--- config.mk ---
export PLATFORM = sky130hd
export DESIGN_NAME = address_range_validity_checker_unit_flat
export DESIGN_NICKNAME = d
export VERILOG_FILES = /design/src/arvc_pkg.sv /design/src/arvc_if.sv /design/src/address_range_validity_checker_unit.sv /design/src/arvc_region_mem.sv /design/src/flat_wrapper.sv
export VERILOG_INCLUDE_DIRS = /design/src /design/src/src
export SDC_FILE = /design/constraint.sdc
export NUM_CORES = 2
export LEC_CHECK = 0
export ABC_CLOCK_PERIOD_IN_PS = 5500
export BUFFER_PORTS_ARGS = -buffer_cell sky130_fd_sc_hd__buf_2
export CELL_PAD_IN_SITES_DETAIL_PLACEMENT = 1
export CELL_PAD_IN_SITES_GLOBAL_PLACEMENT = 1
export CORE_MARGIN = 2
export CORE_UTILIZATION = 45
export DETAILED_ROUTE_END_ITERATION = 10
export PLACE_DENSITY_LB_ADDON = 0.1
export RECOVER_POWER = 50
export SLEW_MARGIN = 10
export SYNTH_ARGS = -nofsm -noshare
export SYNTH_HDL_FRONTEND = slang
export SYNTH_SLANG_ARGS = --single-unit
--- constraint.sdc ---
create_clock -name clk_i -period 5.5 [get_ports clk_i]
set_input_delay 0.55 -clock clk_i [delete_from_list [all_inputs] [get_ports clk_i]]
set_output_delay 0.55 -clock clk_i [all_outputs]
set_load 0.02 [all_outputs]
--- src/address_range_validity_checker_unit_macros.svh ---
// assertion macros for the address range validity checker
// used by the top level; expects clk_i and rst_ni in scope
`ifndef ADDRESS_RANGE_VALIDITY_CHECKER_UNIT_MACROS_SVH
`define ADDRESS_RANGE_VALIDITY_CHECKER_UNIT_MACROS_SVH

// same-cycle implication
`define ARVC_ASSERT_NOW(lbl, ante, cons) \
  lbl: assert property (@(posedge clk_i) disable iff (!rst_ni) (ante) |-> (cons)) \
    else $error("arvc assertion failed");

// next-cycle implication
`define ARVC_ASSERT_NEXT(lbl, ante, cons) \
  lbl: assert property (@(posedge clk_i) disable iff (!rst_ni) (ante) |=> (cons)) \
    else $error("arvc assertion failed");

`endif

--- src/arvc_pkg.sv ---
// shared types, constants and helpers for the address range validity checker
// no dependencies
`default_nettype none

package arvc_pkg;

  localparam int unsigned MaxRegionsDefault = 32;
  localparam logic [7:0]  PageMask          = 8'hFF;
  localparam logic [31:0] SpecialAddr       = 32'd4;
  localparam logic [31:0] SpecialMaxLen     = 32'd4;
  localparam int unsigned PageW             = 24;
  localparam int unsigned HeldW             = 6;

  typedef enum logic [1:0] {
    FUNC_CLEAR = 2'd0,
    FUNC_ADD   = 2'd1,
    FUNC_CHECK = 2'd2,
    FUNC_REARM = 2'd3
  } func_e;

  typedef struct packed {
    logic [PageW-1:0] start_page;
    logic [PageW-1:0] end_page;
  } region_t;

  // region covers start_page:00 through end_page:ff
  function automatic logic in_region(input logic [31:0] a, input region_t r);
    logic [PageW-1:0] pg;
    pg = a[31:8];
    return (pg >= r.start_page) && (pg <= r.end_page);
  endfunction

endpackage

`default_nettype wire

--- src/arvc_if.sv ---
// request and response channel interfaces for the range checker
// depends on arvc_pkg
`default_nettype none

interface arvc_req_if import arvc_pkg::*; ();
  logic        valid;
  logic        ready;
  func_e       func;
  logic [31:0] address;
  logic [31:0] length;

  modport source (output valid, func, address, length, input ready);
  modport sink   (input valid, func, address, length, output ready);
endinterface

interface arvc_rsp_if import arvc_pkg::*; ();
  logic             valid;
  logic             ready;
  logic             ok;
  logic [31:0]      first_invalid_address;
  logic             capture_armed;
  logic [HeldW-1:0] regions_held;
  logic             table_present;

  modport source (output valid, ok, first_invalid_address, capture_armed, regions_held,
                  table_present, input ready);
  modport sink   (input valid, ok, first_invalid_address, capture_armed, regions_held,
                  table_present, output ready);
endinterface

`default_nettype wire

--- src/address_range_validity_checker_unit.sv ---
// address range validity checker, top level
// clear, add and rearm: result loaded from S_DONE; next transfer taken once back in S_IDLE
// check: steps through S_SCAN, S_EVAL and S_DONE, one stored region compared per cycle on the read port
//   (S_SCAN skipped when empty, S_SCAN and S_EVAL when absent or a short access at four); untaken results stall input
// reset: table absent and empty, capture armed, captured address zero; no clearing pass
// depends on arvc_pkg, arvc_if, arvc_region_mem and the macros header
`default_nettype none

`include "address_range_validity_checker_unit_macros.svh"

module address_range_validity_checker_unit import arvc_pkg::*; #(
  parameter int unsigned MAX_REGIONS = MaxRegionsDefault
) (
  input  wire logic   clk_i,
  input  wire logic   rst_ni,
  arvc_req_if.sink    req_i,
  arvc_rsp_if.source  rsp_o
);

  localparam int unsigned CntW = $clog2(MAX_REGIONS + 1);
  localparam int unsigned IdxW = (MAX_REGIONS > 1) ? $clog2(MAX_REGIONS) : 1;

  typedef enum logic [3:0] {
    S_IDLE = 4'b0001,
    S_SCAN = 4'b0010,
    S_EVAL = 4'b0100,
    S_DONE = 4'b1000
  } state_e;

  state_e            state_q, state_d;
  logic [CntW-1:0]   count_q, count_d;
  logic              table_valid_q, table_valid_d;
  logic              armed_q, armed_d;
  logic [31:0]       captured_q, captured_d;
  logic [IdxW-1:0]   cmp_idx_q, cmp_idx_d;
  logic [31:0]       addr_a_q, addr_a_d;
  logic [31:0]       addr_b_q, addr_b_d;
  logic              hit_a_q, hit_a_d;
  logic              hit_b_q, hit_b_d;
  logic              res_ok_q, res_ok_d;
  logic              rsp_valid_q, rsp_valid_d;
  logic              rsp_load;

  logic              ok_q;
  logic [31:0]       fia_q;
  logic              armed_out_q;
  logic [HeldW-1:0]  held_q;
  logic              present_q;

  logic              req_fire;
  logic              mem_we;
  logic [IdxW-1:0]   mem_raddr;
  region_t           mem_wdata;
  region_t           mem_rdata;
  logic [31:0]       end_sum;
  logic [31:0]       last_byte;
  logic              scan_last;

  assign req_i.ready = (state_q == S_IDLE);
  assign req_fire    = req_i.valid && req_i.ready;

  // end rounded up to the page, then minus one byte, all with 32-bit wrap
  assign end_sum              = req_i.address + req_i.length + {24'd0, PageMask};
  assign mem_wdata.start_page = req_i.address[31:8];
  assign mem_wdata.end_page   = end_sum[31:8] - 24'd1;
  assign last_byte            = req_i.address + req_i.length - 32'd1;

  assign scan_last = ((CntW'(cmp_idx_q) + CntW'(1)) == count_q);
  assign mem_raddr = (state_q == S_SCAN) ? (cmp_idx_q + IdxW'(1)) : '0;

  arvc_region_mem #(
    .Depth (MAX_REGIONS),
    .AddrW (IdxW)
  ) u_mem (
    .clk_i   (clk_i),
    .we_i    (mem_we),
    .waddr_i (count_q[IdxW-1:0]),
    .wdata_i (mem_wdata),
    .raddr_i (mem_raddr),
    .rdata_o (mem_rdata)
  );

  always_comb begin
    state_d       = state_q;
    count_d       = count_q;
    table_valid_d = table_valid_q;
    armed_d       = armed_q;
    captured_d    = captured_q;
    cmp_idx_d     = cmp_idx_q;
    addr_a_d      = addr_a_q;
    addr_b_d      = addr_b_q;
    hit_a_d       = hit_a_q;
    hit_b_d       = hit_b_q;
    res_ok_d      = res_ok_q;
    rsp_valid_d   = rsp_valid_q;
    rsp_load      = 1'b0;
    mem_we        = 1'b0;

    if (rsp_valid_q && rsp_o.ready) begin
      rsp_valid_d = 1'b0;
    end

    unique case (state_q)
      S_IDLE: begin
        if (req_fire) begin
          res_ok_d = 1'b1;
          state_d  = S_DONE;
          unique case (req_i.func)
            FUNC_CLEAR: begin
              count_d       = '0;
              table_valid_d = 1'b1;
            end
            FUNC_ADD: begin
              if (table_valid_q) begin
                if (count_q == CntW'(MAX_REGIONS)) begin
                  // full table is dropped
                  count_d       = '0;
                  table_valid_d = 1'b0;
                end else begin
                  mem_we  = 1'b1;
                  count_d = count_q + CntW'(1);
                end
              end
            end
            FUNC_CHECK: begin
              addr_a_d  = req_i.address;
              addr_b_d  = last_byte;
              hit_a_d   = (req_i.address == SpecialAddr);
              hit_b_d   = (last_byte == SpecialAddr);
              cmp_idx_d = '0;
              if (!table_valid_q ||
                  (req_i.address == SpecialAddr && req_i.length <= SpecialMaxLen)) begin
                state_d = S_DONE;
              end else if (count_q == '0) begin
                state_d = S_EVAL;
              end else begin
                state_d = S_SCAN;
              end
            end
            FUNC_REARM: begin
              armed_d = 1'b1;
            end
            default: ;
          endcase
        end
      end
      S_SCAN: begin
        hit_a_d = hit_a_q | in_region(addr_a_q, mem_rdata);
        hit_b_d = hit_b_q | in_region(addr_b_q, mem_rdata);
        if (scan_last) begin
          state_d = S_EVAL;
        end else begin
          cmp_idx_d = cmp_idx_q + IdxW'(1);
        end
      end
      S_EVAL: begin
        res_ok_d = hit_a_q && hit_b_q;
        // first byte is tested first, so it wins the capture
        if (armed_q && !(hit_a_q && hit_b_q)) begin
          armed_d    = 1'b0;
          captured_d = hit_a_q ? addr_b_q : addr_a_q;
        end
        state_d = S_DONE;
      end
      S_DONE: begin
        if (!rsp_valid_q || rsp_o.ready) begin
          rsp_load    = 1'b1;
          rsp_valid_d = 1'b1;
          state_d     = S_IDLE;
        end
      end
      default: begin
        state_d = S_IDLE;
      end
    endcase
  end

  always_ff @(posedge clk_i or negedge rst_ni) begin
    if (!rst_ni) begin
      state_q       <= S_IDLE;
      count_q       <= '0;
      table_valid_q <= 1'b0;
      armed_q       <= 1'b1;
      captured_q    <= '0;
      rsp_valid_q   <= 1'b0;
    end else begin
      state_q       <= state_d;
      count_q       <= count_d;
      table_valid_q <= table_valid_d;
      armed_q       <= armed_d;
      captured_q    <= captured_d;
      rsp_valid_q   <= rsp_valid_d;
    end
  end

  always_ff @(posedge clk_i) begin
    cmp_idx_q <= cmp_idx_d;
    addr_a_q  <= addr_a_d;
    addr_b_q  <= addr_b_d;
    hit_a_q   <= hit_a_d;
    hit_b_q   <= hit_b_d;
    res_ok_q  <= res_ok_d;
    if (rsp_load) begin
      ok_q        <= res_ok_q;
      fia_q       <= captured_q;
      armed_out_q <= armed_q;
      held_q      <= HeldW'(count_q);
      present_q   <= table_valid_q;
    end
  end

  assign rsp_o.valid                 = rsp_valid_q;
  assign rsp_o.ok                    = ok_q;
  assign rsp_o.first_invalid_address = fia_q;
  assign rsp_o.capture_armed         = armed_out_q;
  assign rsp_o.regions_held          = held_q;
  assign rsp_o.table_present         = present_q;

  `ARVC_ASSERT_NOW(a_absent_empty, !table_valid_q, count_q == '0)
  `ARVC_ASSERT_NOW(a_scan_in_range, state_q == S_SCAN, CntW'(cmp_idx_q) < count_q)
  `ARVC_ASSERT_NEXT(a_miss_disarms, state_q == S_EVAL && !(hit_a_q && hit_b_q), !armed_q)
  `ARVC_ASSERT_NEXT(a_load_shows, state_q == S_DONE && (!rsp_valid_q || rsp_o.ready),
                    rsp_valid_q && state_q == S_IDLE)

endmodule

`default_nettype wire

--- src/arvc_region_mem.sv ---
// region table storage: one write port, one registered read port
// depends on arvc_pkg
`default_nettype none

module arvc_region_mem import arvc_pkg::*; #(
  parameter int unsigned Depth = MaxRegionsDefault,
  parameter int unsigned AddrW = 5
) (
  input  wire logic             clk_i,
  input  wire logic             we_i,
  input  wire logic [AddrW-1:0] waddr_i,
  input  wire region_t          wdata_i,
  input  wire logic [AddrW-1:0] raddr_i,
  output region_t               rdata_o
);

  region_t mem [Depth];
  region_t rdata_q;

  always_ff @(posedge clk_i) begin
    if (we_i) begin
      mem[waddr_i] <= wdata_i;
    end
    rdata_q <= mem[raddr_i];
  end

  assign rdata_o = rdata_q;

endmodule

`default_nettype wire
--- src/flat_wrapper.sv ---
// flat-port wrapper written by rule: the top's interface ports become plain ports
module address_range_validity_checker_unit_flat import arvc_pkg::*;
#(
  parameter int unsigned MAX_REGIONS = MaxRegionsDefault
)
  (clk_i, rst_ni, req_i_valid, req_i_func, req_i_address, req_i_length, req_i_ready, rsp_o_valid, rsp_o_ok, rsp_o_first_invalid_address, rsp_o_capture_armed, rsp_o_regions_held, rsp_o_table_present, rsp_o_ready);
  arvc_req_if req_i_i ();
  arvc_rsp_if rsp_o_i ();
  input  wire logic clk_i;
  input  wire logic rst_ni;
  input wire logic [$bits(req_i_i.valid)-1:0] req_i_valid;
  input wire logic [$bits(req_i_i.func)-1:0] req_i_func;
  input wire logic [$bits(req_i_i.address)-1:0] req_i_address;
  input wire logic [$bits(req_i_i.length)-1:0] req_i_length;
  output wire logic [$bits(req_i_i.ready)-1:0] req_i_ready;
  output wire logic [$bits(rsp_o_i.valid)-1:0] rsp_o_valid;
  output wire logic [$bits(rsp_o_i.ok)-1:0] rsp_o_ok;
  output wire logic [$bits(rsp_o_i.first_invalid_address)-1:0] rsp_o_first_invalid_address;
  output wire logic [$bits(rsp_o_i.capture_armed)-1:0] rsp_o_capture_armed;
  output wire logic [$bits(rsp_o_i.regions_held)-1:0] rsp_o_regions_held;
  output wire logic [$bits(rsp_o_i.table_present)-1:0] rsp_o_table_present;
  input wire logic [$bits(rsp_o_i.ready)-1:0] rsp_o_ready;
  assign req_i_i.valid = req_i_valid;
  assign req_i_i.func = req_i_func;
  assign req_i_i.address = req_i_address;
  assign req_i_i.length = req_i_length;
  assign req_i_ready = req_i_i.ready;
  assign rsp_o_valid = rsp_o_i.valid;
  assign rsp_o_ok = rsp_o_i.ok;
  assign rsp_o_first_invalid_address = rsp_o_i.first_invalid_address;
  assign rsp_o_capture_armed = rsp_o_i.capture_armed;
  assign rsp_o_regions_held = rsp_o_i.regions_held;
  assign rsp_o_table_present = rsp_o_i.table_present;
  assign rsp_o_i.ready = rsp_o_ready;
  address_range_validity_checker_unit #(.MAX_REGIONS(MAX_REGIONS)) u_core (.clk_i(clk_i), .rst_ni(rst_ni), .req_i(req_i_i), .rsp_o(rsp_o_i));
endmodule
---- After elaboration in Yosys (flattened, before gate mapping) ----
Memories as Yosys holds them, arrays and structs flattened. A register that Yosys moved wholly into a read port is not among the register bits.
Index checks and enable logic that the tools add are counted.
word-level totals
  register bits ........................... 158
  bits in writable memories ............... 1536
  input port bits ......................... 70
  output and inout bits ................... 43
  word-level logic and storage cells ...... 118
  memories ................................ 1
operators by class
  add/sub/neg operators ................... 7
  $lt $le $gt $ge ......................... 5
  equal/unequal tests ..................... 19
  mux-type cells .......................... 41
  bitwise gates (word level) .............. 2
  reductions and logical operators ........ 26
memory list
  name              words  width  read ports  clocked after Yosys merged registers in  wr ports  RTL line               text
  u_core.u_mem.mem  32     48     1           1                                        1         arvc_region_mem.sv:17  region_t mem [Depth];
operator list
  operator               count
  $eq 32x3->1 const B    2
  $ge 24x24->1           2
  $le 24x24->1           2
  $add 32x32->32         1
  $add 32x8->32 const B  1
  $le 32x3->1 const B    1
  $mux 32                1
  $sub 32x1->32 const B  1
  $sub 24x1->24 const B  1
  $mux 1                 20
  $mux 4                 5
  $mux 5                 4
  $pmux 4 s4             1
  $mux 6                 2
  $pmux 6 s2             1
  $reduce_and 3->1       4
  $reduce_and 4->1       3
  $pmux 1 s2             5
  $pmux 5 s2             1
  $ne 2x1->1 const B     4
  $ne 2x2->1 const B     4
  $logic_and 1x1->1      7
  $add 5x1->6 const B    1
  $add 6x1->6 const B    1
  other kinds (17)       25

---- Logic depth before layout (Yosys ltp) ----
  depth after elaboration ................. 8
  depth in mapped cells ................... 16
  depth with buffers taken out ............ 15

---- By module ----
A second synthesis with hierarchy kept.
unflattened totals
  cells, all modules ...................... 4640
  area total of the unflattened synthesis .. 73168.9 sq um
by module, submodules not included
  module                               times used  cells each  area an instance (sq um)  sequential area each (sq um)
  arvc_region_mem                      1           3364        60724.5                   47085.2
  address_range_validity_checker_unit  1           1276        12444.4                   4521.8

---- Worst setup path before layout ----
Ideal clock, no wire load.
  kind .................................... in2reg
  from .................................... input req_i_length[0]
  to ...................................... memory u_core.u_mem.mem[0][20] (netlist name) (data pin)
  setup time .............................. 0.371 ns
  data arrival time ....................... 5.539 ns
  data required time ...................... 5.129 ns
  path slack .............................. -0.410 ns
  stages on the path ...................... 16
  path buffers ............................ 1
  path through ............................ ha_1 inv_1 fa_1 nand2b_1 a21oi_1 o21ai_0 a221oi_4 buf_6 nand2_4 xnor2_1 ha_1 o2111ai_1 nor3_2 nand3_2 mux2i_1 xor2_1
RTL lines
  element      RTL line               text
  from (decl)  flat_wrapper.sv:14     input wire logic [$bits(req_i_i.length)-1:0] req_i_length;
  to (decl)    arvc_region_mem.sv:17

---- Worst setup path in the final report ----
  from .................................... input req_i_address[0]
  to ...................................... register u_core.hit_b_q (data pin)
on the way
  longest elaborated chain between the ends .. 6
ends and longest elaborated chain
  element                        RTL line                                    text
  from (decl)                    flat_wrapper.sv:13                          input wire logic [$bits(req_i_i.address)-1:0] req_i_address;
  $add 32x32->32                 address_range_validity_checker_unit.sv:66   assign last_byte = req_i.address + req_i.length - 32'd1;
  $sub 32x1->32                  address_range_validity_checker_unit.sv:66
  named net u_core.last_byte[9]  address_range_validity_checker_unit.sv:56   logic [31:0] last_byte;
  $eq 32x3->1                    address_range_validity_checker_unit.sv:129  hit_b_d = (last_byte == SpecialAddr);
  $mux 1                         address_range_validity_checker_unit.sv:108  unique case (req_i.func)
  $mux 1                         address_range_validity_checker_unit.sv:105  if (req_fire) begin
  $pmux 1 s2                     address_range_validity_checker_unit.sv:103  unique case (state_q)
  named net u_core.hit_b_d       address_range_validity_checker_unit.sv:39   logic hit_b_q, hit_b_d;
  to (signal assigned)           address_range_validity_checker_unit.sv:201  hit_b_q <= hit_b_d;
  to (decl)                      address_range_validity_checker_unit.sv:39
The timed path passes the listed nets, and every way through them passes these cells. The select of a mux whose other input is x is not followed.
A chain may end at the register's enable or synchronous reset.

==> reports/results.tsv <==
stage	metric	value	unit
grt	grt_pass1_vias	49330	
power_and_ir_drop	ir_worst_vdd	0.3355	mV
timing	worst_slew_pin_slew	2.733	ns
grt	overflow	0	
grt	grt_pass1_wl	349.9	mm
logic_synthesis	synth_xor_area_frac	0.01247	
final_layout	drive_above_1_share	0.1021	
logic_synthesis	yosysSeqAreaShare	0.7133	
logic_synthesis	synthArstFlopShare	0.02583	
outcome	status	complete, but fails checks	
job	cap_violations	50	
logic_synthesis	synthFlopType	edfxtp_1	
route	wl_per_cell	31.31	µm
placement	dp.cells	7437	
final_layout	area_growth	13.88	%
worst_hold_path	hold-path-endpoint	u_core.rsp_o.valid	
route	drtAntennaViolNets	0	
logic_synthesis	synth_edf_count	1649	
clock_tree	cts_root_buffer	clkbuf_16	
placement	place.gp.congestion	0.9333	
worst_setup_path	critPathKind	in2reg	
logic_synthesis	synthMuxAreaShare	0.004842	
logic_synthesis	synth_area_leader_cell	edfxtp_1	
die	rows	147	
grt	grt.total_usage	0.2954	
die	die_h	405.0	µm
final_layout	fin_nets	5682	
logic_synthesis	ys_top_cells_by_count	edfxtp_1 (1649), nand2_1 (935), nand3_1 (420)	
die	io_pins	113	
worst_setup_path	endpoint_kind	flip-flop	
clock_tree	cts_tree	built	
timing	finalHoldViolCount	0	
logic_synthesis	synth_top_family_by_area	compound AO/OA/AOI/OAI gates	
clock_tree	clk_pin_slew	0.06	ns
power_and_ir_drop	power_per_cell_area	375.8	nW/µm²
placement	numPortBuffers	112	
logic_synthesis	yosys_warnings	0	
timing	grt_setup_unrepaired	false	
logic_synthesis	synth-simple-area-share	0.1033	
timing	finalCritPeriodShare	0.9565	
die	die_x	405.0	µm
clock_tree	clk_latency	0.85	ns
logic_synthesis	synth_area_leaders	edfxtp_1 (68%), nand2_1 (4.9%), o221ai_1 (4.6%)	
power_and_ir_drop	p_leak	27.11	nW
worst_setup_path	critPathLaunchType	input pin	
worst_hold_path	min_path_type	in2reg	
worst_hold_path	min_from	rsp_o_ready	
worst_setup_path	cp.arrival	5.94	ns
logic_synthesis	syn_avg_cell_area	13.66	µm²
logic_synthesis	synth.distinct_cells	98	
clock_tree	postCtsSetupRepairBufs	0	
route	first_pass_iters	6	
worst_hold_path	min_delay_path_depth	3	
logic_synthesis	synth_cells	5298	
clock_tree	clock-sinks	1742	
logic_synthesis	synth_top_area_frac	0.6844	
worst_setup_path	reg2reg_to	u_core.u_mem.rdata_o[28]	
timing	post-route-min-period	5.261	ns
route	first_iter_violations	4979	
worst_setup_path	cp.required	6.18	ns
logic_synthesis	synth.most_common_cell	edfxtp_1	
clock_tree	clockBufferDepth	3	
die	core_area	160200	µm²
route	wl	244.0	mm
clock_tree	numCtsBuffers	183	
timing	skew	0.04167	ns
worst_setup_path	r2r_slack	0.26	ns
grt	grt_max_degree	174	
logic_synthesis	syn_nets	5504	
logic_synthesis	synthAdderAreaFrac	0.02362	
worst_setup_path	reg2reg_depth	10	
die	initial_core_util	0.4516	
route	viasPerCell	6.257	
timing	setup_viol	0	
timing	setup_slack	0.2391	ns
worst_setup_path	critical_path.reg2reg.startpoint	u_core.cmp_idx_q[0]	
grt	antenna_found_initial	14	
route	drcViolationCount	0	
timing	max-slew-margin-rel	-0.8220	
timing	fin_setup_tns	0	ns
final_layout	finalCoreUtilization	0.5143	
logic_synthesis	synth_compound_area_frac	0.1200	
worst_setup_path	path_max_fanout	6	
clock_tree	h-tree-depth	4	
outcome	violations	max-capacitance violations, max-slew violations	
final_layout	final_cells	7794	
placement	place_ws	-0.1696	ns
timing	clock.fmax	0.1901	GHz
route	num_vias	48770	
placement	hpwl	139.1	mm
die	die_area	164000	µm²
logic_synthesis	synth_area	72350	µm²
logic_synthesis	yosys_register_bits	1742	
timing	slew_violations	1738	
-- cell usage in the layout (no fill, tap or decap), types with 130 or more instances in the layout --
| cell type | Yosys | routed |
|---|---|---|
| a21oi_1 | 312 | 311 |
| a311oi_1 | 144 | 144 |
| buf_4 | 0 | 130 |
| clkbuf_1 | 336 | 179 |
| clkbuf_16 | 0 | 183 |
| edfxtp_1 | 1649 | 1649 |
| ha_1 | 135 | 135 |
| nand2_1 | 935 | 935 |
| nand3_1 | 420 | 420 |
| o221ai_1 | 384 | 384 |
-- cell type report --
class                      count  area [µm²]
multi-input combinational   3128       19470
tap                         2160        2703
fill                       15710       77800
inverter                      65       262.8
antenna                        2       5.005
clock buffer                 252        4949
clock inverter                89       835.8
timing repair buffer         356        2566
sequential                  1742       51610
-- stage by stage --
stage	power, W	hold WS (ns)	instance area (µm²)
after floorplan	0.01765	0.2544	72360
after global placement	0.01913	0.4150	77070
final	0.03097	0.04294	82400
after CTS	0.03116	0.001033	82980
after global routing	0.03190	0.05243	82390
after detailed placement	0.01922	0.4221	77070
-- power by group --
part	internal [W]	switching [W]	total (W)	leakage (nW)
clock network	0.00668	0.00535	0.0120	2.81
registers	0.0154	0.000218	0.0156	15.8
logic	0.000943	0.00239	0.00333	8.47
total	0.0230	0.00796	0.0310	27.1
-- sequential cells by signal, summed over array words and instances, names as in the netlist, 5 cells and up --
name	flops
u_core.u_mem.rdata_o	48
u_core.cmp_idx_q	5
u_core.count_q	6
u_core.addr_a_q	32
u_core.rsp_o.regions_held	6
u_core.captured_q	32
u_core.u_mem.mem	1536
u_core.rsp_o.first_invalid_address	32
u_core.addr_b_q	32
-- how the worst max path moves through the flow --
stage / startpoint / end / slack [ns] / cells past startpoint
floorplan: req_i_length[0] / u_core.u_mem.mem[0][20] / 0.07 / 16
global placement: req_i_address[0] / u_core.u_mem.mem[22][16] / -0.12 / 19
detailed placement: req_i_address[0] / u_core.u_mem.mem[23][16] / -0.17 / 19
CTS: req_i_address[0] / u_core.u_mem.mem[16][16] / 0.18 / 20
global route: req_i_address[0] / u_core.u_mem.mem[25][16] / 0.01 / 20
finish: req_i_address[0] / u_core.hit_b_q / 0.24 / 17
-- metal layers --
| metal | share of wire | vias to the layer above | track usage |
|---|---|---|---|
| met5 | 0.00025 | - | 0 |
| met4 | 0.032 | 8 | 0.1005 |
| met3 | 0.060 | 376 | 0.03746 |
| met2 | 0.48 | 1760 | 0.4804 |
| met1 | 0.43 | 25570 | 0.4111 |
| li1 | - | 21050 | - |
-- critical path, stage by stage --
cell and delay (ns):
dlygate4sd3_1 0.51, buf_2 0.12, ha_1 0.22, inv_1 0.08, fa_1 0.41, xor2_1 0.33, nand3_1 0.25, nor3_1 0.56
clkbuf_1 0.37, nand3_2 0.19, xnor2_1 0.21, or4_1 0.58, nor4_1 0.16, or3b_1 0.40, a2111oi_1 0.57, nand4b_1 0.20
o31ai_2 0.21
-- logic make-up after synthesis --
| group | after synthesis |
|---|---|
| simple gates | 1669 |
| xor+xnor | 98 |
| mux | 35 |
| flops | 1742 |
| buf+inv | 428 |
| compound gates | 1190 |
| fa+ha+maj | 136 |
-- what timing repair did --
action                                  CTS  global route
gates resized for setup                   0             2
hold buffers                             13             0
hold endpoints to repair                 55             0
endpoints found under the setup margin    0           109
(Power assumes the default switching activity.)
